--- src/hw/rtl/weighted_server_task_dispatcher_assert.svh ---
// Assertion helpers for the task dispatcher.
// Each check is clocked on clk and held off while arst_n is low.
`ifndef WEIGHTED_SERVER_TASK_DISPATCHER_ASSERT_SVH
`define WEIGHTED_SERVER_TASK_DISPATCHER_ASSERT_SVH

// Same-cycle implication
`define WSTD_ASSERT_IMP(lbl, ante, cons, msg) \
	lbl: assert property (@(posedge clk) disable iff (!arst_n) (ante) |-> (cons)) \
		else $error(msg);

// Next-cycle implication
`define WSTD_ASSERT_NEXT(lbl, ante, cons, msg) \
	lbl: assert property (@(posedge clk) disable iff (!arst_n) (ante) |=> (cons)) \
		else $error(msg);

`endif

--- src/hw/rtl/wstd_pkg.sv ---
package wstd_pkg;

	// Server pool size and derived widths
	localparam int unsigned SERVERS = 16;
	localparam int unsigned SRV_W   = $clog2(SERVERS);
	localparam int unsigned CNT_W   = SRV_W + 1;

	// Fixed field widths
	localparam int unsigned CFG_W  = 5;
	localparam int unsigned SEL_W  = 4;
	localparam int unsigned WGT_W  = 16;
	localparam int unsigned DUR_W  = 16;
	localparam int unsigned TIME_W = 32;

	localparam logic [TIME_W-1:0] TIME_MAX = '1;

	// Command codes
	localparam logic CMD_LOAD   = 1'b0;
	localparam logic CMD_SUBMIT = 1'b1;

	typedef struct packed {
		logic             command;
		logic [SEL_W-1:0] server_select;
		logic [WGT_W-1:0] weight;
		logic [DUR_W-1:0] duration;
	} in_t;

	typedef struct packed {
		logic [SEL_W-1:0]  assigned_server;
		logic [TIME_W-1:0] start_time;
		logic              time_overflow;
	} out_t;

endpackage

--- src/hw/rtl/weighted_server_task_dispatcher.sv ---
// Channel | Direction | Handshake            | Beat contents
// config  | in        | cfg_wr_en            | cfg_wr_data: server_count
// task in | in        | in_valid / in_ready  | in_data: command, select, weight, duration
// result  | out       | out_valid / out_ready| out_data: server, start time, overflow flag
//
// A load beat is taken while idle and gives no result.
// A submit beat is latched, then walked over the N active servers (N the active count):
// one shared compare path walks the servers one per cycle, then the update state writes.
// in_ready is low during the walk; the update waits while an earlier result is unread.
// Reset clears all busy times, the clock, the task counter and sets 16 servers.

`include "weighted_server_task_dispatcher_assert.svh"

module weighted_server_task_dispatcher (
	input  logic                            clk,
	input  logic                            arst_n,
	input  logic                            cfg_wr_en,
	input  logic [wstd_pkg::CFG_W-1:0]      cfg_wr_data,
	input  logic                            in_valid,
	output logic                            in_ready,
	input  wstd_pkg::in_t                   in_data,
	output logic                            out_valid,
	input  logic                            out_ready,
	output wstd_pkg::out_t                  out_data
);

	typedef enum logic [2:0] {
		ST_IDLE = 3'b001,
		ST_SCAN = 3'b010,
		ST_UPD  = 3'b100
	} state_t;

	state_t                              state_q;
	logic [wstd_pkg::CFG_W-1:0]          cnt_q;
	logic [wstd_pkg::WGT_W-1:0]          weight_q [wstd_pkg::SERVERS];
	logic [wstd_pkg::TIME_W-1:0]         busy_q   [wstd_pkg::SERVERS];
	logic [wstd_pkg::TIME_W-1:0]         cur_time_q;
	logic [wstd_pkg::TIME_W-1:0]         task_cnt_q;
	logic [wstd_pkg::TIME_W-1:0]         start_q;
	logic [wstd_pkg::DUR_W-1:0]          dur_q;
	logic [wstd_pkg::CNT_W-1:0]          n_q;
	logic [wstd_pkg::SRV_W-1:0]          idx_q;
	logic                                a_found_q;
	logic [wstd_pkg::SRV_W-1:0]          a_idx_q;
	logic [wstd_pkg::WGT_W-1:0]          a_wgt_q;
	logic [wstd_pkg::SRV_W-1:0]          b_idx_q;
	logic [wstd_pkg::WGT_W-1:0]          b_wgt_q;
	logic [wstd_pkg::TIME_W-1:0]         b_min_q;
	logic                                out_valid_q;
	wstd_pkg::out_t                      out_q;

	logic                                in_fire;
	logic                                upd_fire;
	logic                                scan_last;
	logic [wstd_pkg::CNT_W-1:0]          act_cnt;
	logic [wstd_pkg::TIME_W-1:0]         arr_start;
	logic [wstd_pkg::TIME_W-1:0]         rd_busy;
	logic [wstd_pkg::WGT_W-1:0]          rd_wgt;
	logic                                rd_free;
	logic                                a_take;
	logic                                b_new_min;
	logic                                b_tie;
	logic [wstd_pkg::TIME_W-1:0]         sel_time;
	logic [wstd_pkg::SRV_W-1:0]          sel_idx;
	logic [wstd_pkg::TIME_W:0]           finish;
	logic                                ovf;
	logic [wstd_pkg::TIME_W-1:0]         fin_sat;

	// Handshake
	assign in_ready  = (state_q == ST_IDLE);
	assign in_fire   = in_valid && in_ready;
	assign upd_fire  = (state_q == ST_UPD) && (!out_valid_q || out_ready);
	assign out_valid = out_valid_q;
	assign out_data  = out_q;

	// Clamp the active count to 1 .. SERVERS
	always_comb begin
		if (cnt_q == '0) begin
			act_cnt = wstd_pkg::CNT_W'(1);
		end else if (cnt_q > wstd_pkg::CFG_W'(wstd_pkg::SERVERS)) begin
			act_cnt = wstd_pkg::CNT_W'(wstd_pkg::SERVERS);
		end else begin
			act_cnt = wstd_pkg::CNT_W'(cnt_q);
		end
	end

	// Start is the later of arrival and the previous start
	assign arr_start = (cur_time_q < task_cnt_q) ? task_cnt_q : cur_time_q;

	// Shared compare path for the server walk
	assign rd_busy   = busy_q[idx_q];
	assign rd_wgt    = weight_q[idx_q];
	assign rd_free   = (rd_busy <= start_q);
	assign a_take    = rd_free && (!a_found_q || (rd_wgt < a_wgt_q));
	assign b_new_min = (idx_q == '0) || (rd_busy < b_min_q);
	assign b_tie     = (rd_busy == b_min_q) && (rd_wgt < b_wgt_q);
	assign scan_last = ({1'b0, idx_q} == (n_q - wstd_pkg::CNT_W'(1)));

	// Pick free-at-start winner, else the earliest-free winner
	assign sel_time = a_found_q ? start_q : b_min_q;
	assign sel_idx  = a_found_q ? a_idx_q : b_idx_q;
	assign finish   = {1'b0, sel_time} + (wstd_pkg::TIME_W + 1)'(dur_q);
	assign ovf      = finish[wstd_pkg::TIME_W];
	assign fin_sat  = ovf ? wstd_pkg::TIME_MAX : finish[wstd_pkg::TIME_W-1:0];

	// Sequencer
	always_ff @(posedge clk or negedge arst_n) begin
		if (!arst_n) begin
			state_q <= ST_IDLE;
		end else begin
			case (state_q)
				ST_IDLE: begin
					if (in_fire && (in_data.command == wstd_pkg::CMD_SUBMIT)) begin
						state_q <= ST_SCAN;
					end
				end
				ST_SCAN: begin
					if (scan_last) begin
						state_q <= ST_UPD;
					end
				end
				ST_UPD: begin
					if (upd_fire) begin
						state_q <= ST_IDLE;
					end
				end
				default: state_q <= ST_IDLE;
			endcase
		end
	end

	// Configuration register
	always_ff @(posedge clk or negedge arst_n) begin
		if (!arst_n) begin
			cnt_q <= wstd_pkg::CFG_W'(wstd_pkg::SERVERS);
		end else if (cfg_wr_en) begin
			cnt_q <= cfg_wr_data;
		end
	end

	// Weight store: undefined until loaded
	always_ff @(posedge clk) begin
		if (in_fire && (in_data.command == wstd_pkg::CMD_LOAD)
				&& (32'(in_data.server_select) < wstd_pkg::SERVERS)) begin
			weight_q[in_data.server_select[wstd_pkg::SRV_W-1:0]] <= in_data.weight;
		end
	end

	// Busy times, clock and task counter
	always_ff @(posedge clk or negedge arst_n) begin
		if (!arst_n) begin
			for (int i = 0; i < wstd_pkg::SERVERS; i++) begin
				busy_q[wstd_pkg::SRV_W'(i)] <= '0;
			end
			cur_time_q <= '0;
			task_cnt_q <= '0;
		end else if (upd_fire) begin
			busy_q[sel_idx] <= fin_sat;
			cur_time_q      <= sel_time;
			if (task_cnt_q != wstd_pkg::TIME_MAX) begin
				task_cnt_q <= task_cnt_q + wstd_pkg::TIME_W'(1);
			end
		end
	end

	// Task latch and walk candidates
	always_ff @(posedge clk or negedge arst_n) begin
		if (!arst_n) begin
			idx_q     <= '0;
			a_found_q <= 1'b0;
		end else if (in_fire) begin
			idx_q     <= '0;
			a_found_q <= 1'b0;
		end else if (state_q == ST_SCAN) begin
			if (a_take) begin
				a_found_q <= 1'b1;
			end
			if (!scan_last) begin
				idx_q <= idx_q + wstd_pkg::SRV_W'(1);
			end
		end
	end

	// Payload of the walk: no reset needed
	always_ff @(posedge clk) begin
		if (in_fire) begin
			start_q <= arr_start;
			dur_q   <= in_data.duration;
			n_q     <= act_cnt;
		end else if (state_q == ST_SCAN) begin
			if (a_take) begin
				a_idx_q <= idx_q;
				a_wgt_q <= rd_wgt;
			end
			if (b_new_min || b_tie) begin
				b_idx_q <= idx_q;
				b_wgt_q <= rd_wgt;
				b_min_q <= rd_busy;
			end
		end
	end

	// Result register: hold until the beat is taken
	always_ff @(posedge clk or negedge arst_n) begin
		if (!arst_n) begin
			out_valid_q <= 1'b0;
		end else if (upd_fire) begin
			out_valid_q <= 1'b1;
		end else if (out_ready) begin
			out_valid_q <= 1'b0;
		end
	end

	always_ff @(posedge clk) begin
		if (upd_fire) begin
			out_q.assigned_server <= wstd_pkg::SEL_W'(sel_idx);
			out_q.start_time      <= sel_time;
			out_q.time_overflow   <= ovf;
		end
	end

	// Checks
	`WSTD_ASSERT_NEXT(a_upd_gives_result, upd_fire, out_valid_q, "update gave no result")
	`WSTD_ASSERT_IMP(a_scan_in_range, state_q == ST_SCAN, ({1'b0, idx_q} < n_q), "walk past active count")
	`WSTD_ASSERT_NEXT(a_upd_sets_busy, upd_fire, busy_q[$past(sel_idx)] == $past(fin_sat), "busy time not written")
	`WSTD_ASSERT_IMP(a_upd_time_order, upd_fire, sel_time >= cur_time_q, "start time went backwards")

endmodule
--- config.mk ---
export PLATFORM = sky130hd
export DESIGN_NAME = weighted_server_task_dispatcher
export DESIGN_NICKNAME = d
export VERILOG_FILES = /design/src/hw/rtl/wstd_pkg.sv /design/src/hw/rtl/weighted_server_task_dispatcher.sv
export VERILOG_INCLUDE_DIRS = /design/src /design/src/hw/rtl
export SDC_FILE = /design/constraint.sdc
export NUM_CORES = 2
export LEC_CHECK = 0
export ABC_AREA = 1
export BUFFER_PORTS_ARGS = -buffer_cell sky130_fd_sc_hd__buf_2
export CELL_PAD_IN_SITES_DETAIL_PLACEMENT = 0
export CELL_PAD_IN_SITES_GLOBAL_PLACEMENT = 1
export CORE_MARGIN = 2
export CORE_UTILIZATION = 45
export DETAILED_ROUTE_END_ITERATION = 8
export PLACE_DENSITY_LB_ADDON = 0.1
export SYNTH_ARGS = -nofsm -noshare
export SYNTH_HDL_FRONTEND = slang
export SYNTH_SLANG_ARGS = --single-unit
--- constraint.sdc ---
create_clock -name clk -period 7.6 [get_ports clk]
set_clock_uncertainty 0.05 [all_clocks]
set_input_delay 0.38 -clock clk [delete_from_list [all_inputs] [get_ports clk]]
set_output_delay 0.38 -clock clk [all_outputs]
set_load 0.02 [all_outputs]
==> impl_summary.md <==
Cells and area
Compared with the post-synthesis result, the final layout area differs by 12.8%. The number of diodes is 0. The count of cells in the finished layout, fillers not included, comes to 5927.

The filler cells instantiated in the layout total 9108. The sequential cells in the finished layout cover a total of 28600 um2. Of the cells placed in the final design, the portion with a size suffix greater than 1 is 9.45%. The area of the multi-input gates is between 10000 and 15000 um2. For this run, the post-layout net count is 4668.

STA
The worst path uses 76.0% of the clock period. The final number of hold-violating endpoints is 0. Setup repair after global routing left no endpoint under its margin. Setup violations remaining at the end of the flow were counted as 0. The count of pins over their slew limit was 0. The maximum frequency from static timing analysis is around 0.17 GHz. The relative slew slack is approximately a fifth.

The minimum clock period after layout is 5.77 ns. Adding up every negative setup slack in the final design gives 0 ns. The slew at the pin closest to its max-slew limit is roughly 1.2 ns.

Yosys
The cell area after technology mapping is 45600 um2. Synthesis produced a netlist whose cell count is 4411. The most common cell in the synthesized netlist is sky130_fd_sc_hd__nand2_1. The fraction of post-synthesis cell area in the top cell type by area is 44.4%. During synthesis, Yosys emitted a total of 0 warnings.

Summing the areas of all xor and xnor instances in the mapped netlist gives 0.768% of the synthesized area. In this run the mean area of a mapped cell was 10.3 um2. The number of synthesized register bits is 1008.

The commonest cells after synthesis are sky130_fd_sc_hd__nand2_1 (956), sky130_fd_sc_hd__edfxtp_1 (674), sky130_fd_sc_hd__o21ai_0 (534). The basic-gate share of the synthesized area counting and, or, nand and nor cells is 14.8%. The number of synthesized flops with an enable pin is 674. By area, the combinational part of the netlist is dominated by simple AND/OR/NAND/NOR gates.

The post-synthesis net count is ~4600. The distinct cell type count of the synthesized netlist is 54. The complex-gate fraction of the synthesized area is approximately an eighth. Ranked by total cell area, the synthesized netlist is headed by sky130_fd_sc_hd__edfxtp_1 (44%), sky130_fd_sc_hd__dfrtp_1 (18%), sky130_fd_sc_hd__nand2_1 (7.9%).

Summing the sequential cell areas from Yosys gives 62.7% of the chip area. The portion of netlist area occupied by mux cells is less than 1%. The dominant synthesized flop cell is sky130_fd_sc_hd__edfxtp_1. The share of synthesized flip-flops with an asynchronous set or reset is 33.1%. Of the total synthesized cell area, the portion taken by full adders, half adders and majority gates is approximately 4%.

The leading area contributor after synthesis is sky130_fd_sc_hd__edfxtp_1.

Placement
Once detailed placement completed, the half-perimeter wirelength came to 81.6 mm. The cell count after placement is 5670. At the end of routability-driven placement, the weighted congestion stood at 0.865. The count of buffers from port buffering is 85.

Critical path
The cell with the biggest individual delay on the critical path is sky130_fd_sc_hd__a2111oi_0. The signal on the critical path passes through buf_12 > buf_4 > o21ai_0 > o221ai_1 > nand3_1 > nand2_1 > ha_1 > a21oi_1 > nor2_1 > a2111oi_0 > nand4_1 > nor3_1 > nand2_1 > a21oi_4 > buf_12. For the worst setup path, the data required time is 7.93 ns. The critical path crosses 15 cells after its start point. The kind of cell with the highest combined delay along the critical path is compound AO/OA/AOI/OAI gates.

The flop-to-flop setup slack is 1.83 ns. Measured in cells, the most critical reg-to-reg path has a length of 15. The data arrival time at the worst-slack endpoint is 6.11 ns. The class of the most critical setup path is reg -> reg. In this run the worst path has a maximum fanout of 138. The critical path startpoint category is a flip-flop. The largest single stage delay on the critical path is 0.78 ns. The critical path endpoint category is a flip-flop. The count of buffer and inverter cells on the critical path is 3.

Pwr
The reported leakage power is approximately 0.021 uW. After layout, the design draws a total of about 14000 uW. The peak supply drop is 0.000205 V. The total power divided by cell area is 266 nW/um2.

Floorplanning
The die outline width is 322 um. The vertical extent of the die is 322 um. The floorplan has 116 rows.

The floorplan step defined a die boundary enclosing just over 100000 um2. In this run the count of I/O pins placed on the die edge is between 80 and 90. The initial standard-cell utilization of the core is 45.5%. The placeable core region is 100000 um2.

Global routing
The number of antenna violations at the first check in global routing is 1. The number of global-route vias before repair is 31600. The total routing resource utilization after global routing is 26.8%. The first global-routing pass estimated 206 mm of wire. Entering global routing, the biggest net connects 177 pins.

For this run the aggregate overflow at the end of global routing stands at 0.

CTS
No sink is reached through more buffers than the 3 on the longest clock path. In this run the post-CTS setup repair buffer count came out at 0. The number of cells upsized or downsized after cts is 0. TritonCTS created 109 clock buffers. In this run the clock root is driven by a sky130_fd_sc_hd__clkbuf_16. The clock transition at the register clock pins on the worst setup and hold paths after CTS is 0.06 ns. The clock latency on the worst-skew pair is 0.72 ns. In this run, post-CTS hold repair placed 49 buffers. TritonCTS built the clock tree.

In this run the number of H-tree levels came out at 3. The TritonCTS sink count is 1008.

Detailed routing
The number of nets with antenna violations after routing is 0. The mean number of vias per cell is roughly 5.6. After detailed routing, the number of remaining DRC violations is 0. The first routing iteration left 3203 violations. The iteration count of the initial detailed-routing pass is 6. The final routed wire length divided by cell count is 23.4 um. The total length of routed wires is ~140 mm. Across all layers, the routed design uses roughly 33000 vias.

Run status
The run finished with clean final reports.

Job
The number of max-capacitance violations reported is 0.

Hold path
The min-delay analysis places its worst path in the category in -> async.
power breakdown:
part / leakage, uW / internal (uW) / switching [uW] / total, uW
clock network: 0.00173 / 3020 / 2280 / 5300
logic: 0.00897 / 553 / 1520 / 2070
registers: 0.0103 / 6220 / 120 / 6340
total: 0.0210 / 9790 / 3920 / 13700
flip-flops by register name, summed over array words and instances (netlist names), 16 cells and up:
signal / flops
a_wgt_q: 16
out_data: 37
weight_q: 256
start_q: 32
busy_q: 512
b_wgt_q: 16
task_cnt_q: 32
cur_time_q: 32
dur_q: 16
b_min_q: 32
cells in the final DEF, fill, tap and decap left out, types with 6 or more instances in the layout:
cell type	count
sky130_fd_sc_hd__dfrtp_1	327
sky130_fd_sc_hd__clkbuf_16	110
sky130_fd_sc_hd__nor2_2	10
sky130_fd_sc_hd__nor2_4	25
sky130_fd_sc_hd__clkbuf_8	8
sky130_fd_sc_hd__bufinv_16	8
sky130_fd_sc_hd__dlygate4sd3_1	49
sky130_fd_sc_hd__or2_1	8
sky130_fd_sc_hd__clkinvlp_4	6
sky130_fd_sc_hd__clkinv_2	25
sky130_fd_sc_hd__clkbuf_1	26
sky130_fd_sc_hd__nor4_1	13
sky130_fd_sc_hd__nand3_2	17
sky130_fd_sc_hd__inv_1	307
sky130_fd_sc_hd__a21oi_1	174
sky130_fd_sc_hd__nand3_1	161
sky130_fd_sc_hd__nand4_1	30
sky130_fd_sc_hd__xor2_1	35
sky130_fd_sc_hd__nor3_1	32
sky130_fd_sc_hd__inv_2	25
sky130_fd_sc_hd__ha_1	147
sky130_fd_sc_hd__o21ai_0	534
sky130_fd_sc_hd__o21ai_1	63
sky130_fd_sc_hd__nand2_2	7
sky130_fd_sc_hd__buf_12	7
sky130_fd_sc_hd__o22ai_1	34
sky130_fd_sc_hd__nand2_1	955
sky130_fd_sc_hd__nor2_1	359
sky130_fd_sc_hd__o221ai_1	114
sky130_fd_sc_hd__buf_4	52
sky130_fd_sc_hd__o21ai_2	14
sky130_fd_sc_hd__edfxtp_1	674
sky130_fd_sc_hd__o21a_1	6
sky130_fd_sc_hd__o211ai_1	36
sky130_fd_sc_hd__buf_2	84
sky130_fd_sc_hd__clkinv_1	19
worst reg2reg max path, cell delays in order (launching register included):
cell and delay [ns]:
sky130_fd_sc_hd__dfrtp_4 0.45, sky130_fd_sc_hd__buf_12 0.58, sky130_fd_sc_hd__buf_4 0.81, sky130_fd_sc_hd__o21ai_0 0.23
sky130_fd_sc_hd__o221ai_1 0.24, sky130_fd_sc_hd__nand3_1 0.12, sky130_fd_sc_hd__nand2_1 0.20, sky130_fd_sc_hd__ha_1 0.28
sky130_fd_sc_hd__a21oi_1 0.15, sky130_fd_sc_hd__nor2_1 0.05, sky130_fd_sc_hd__a2111oi_0 0.78, sky130_fd_sc_hd__nand4_1 0.22
sky130_fd_sc_hd__nor3_1 0.20, sky130_fd_sc_hd__nand2_1 0.12, sky130_fd_sc_hd__a21oi_4 0.66, sky130_fd_sc_hd__buf_12 0.32
routing by layer:
metal	up-vias	global-route usage, %	routed length [um]
met5	-	0	0
met4	0	8.23	3710
met3	214	3.74	8320
met2	1014	42.2	63800
met1	16300	38.5	63100
li1	15500	-	-
worst paths after layout:
kind                              from              to
setup reg to reg              idx_q[1]     b_min_q[14]
max in group asynchronous       arst_n        idx_q[0]
hold / removal                  arst_n  cur_time_q[30]
setup / recovery              idx_q[1]     b_min_q[14]
hold reg to reg            busy_q[481]     busy_q[481]
min in group clk           in_data[13]       dur_q[13]
stage by stage:
step | cell area [um2] | setup WS (ns) | hold slack, ns | util (%)
after global placement | 47400 | 1.88 | 0.371 | 47.3
after floorplan | 45600 | 1.67 | 0.0344 | -
after detailed placement | 47400 | 1.91 | 0.371 | 47.3
after CTS | 51500 | 1.91 | 0.195 | 51.3
after global routing | 51500 | 1.67 | 0.223 | 51.3
final | 51500 | 1.83 | 0.176 | 51.3
logic make-up after synthesis:
family	after synthesis
muxes	4
buffers and inverters	577
adders and majority gates	148
AOI/OAI and AO/OA	999
and+or+nand+nor	1635
xor gates and xnor gates	40
DFF	1008
layout make-up:
| cell class | instances | area share, % |
|---|---|---|
| clock buffers | 144 | 5.75 |
| clock inverters | 64 | 1.13 |
| inverters | 335 | 2.47 |
| multi-input cells | 2826 | 28.9 |
| flip-flops and latches | 1008 | 55.6 |
| well taps | 1357 | 3.30 |
| repair buffers | 193 | 2.83 |
Note: power is estimated with default switching activity, not from simulation.
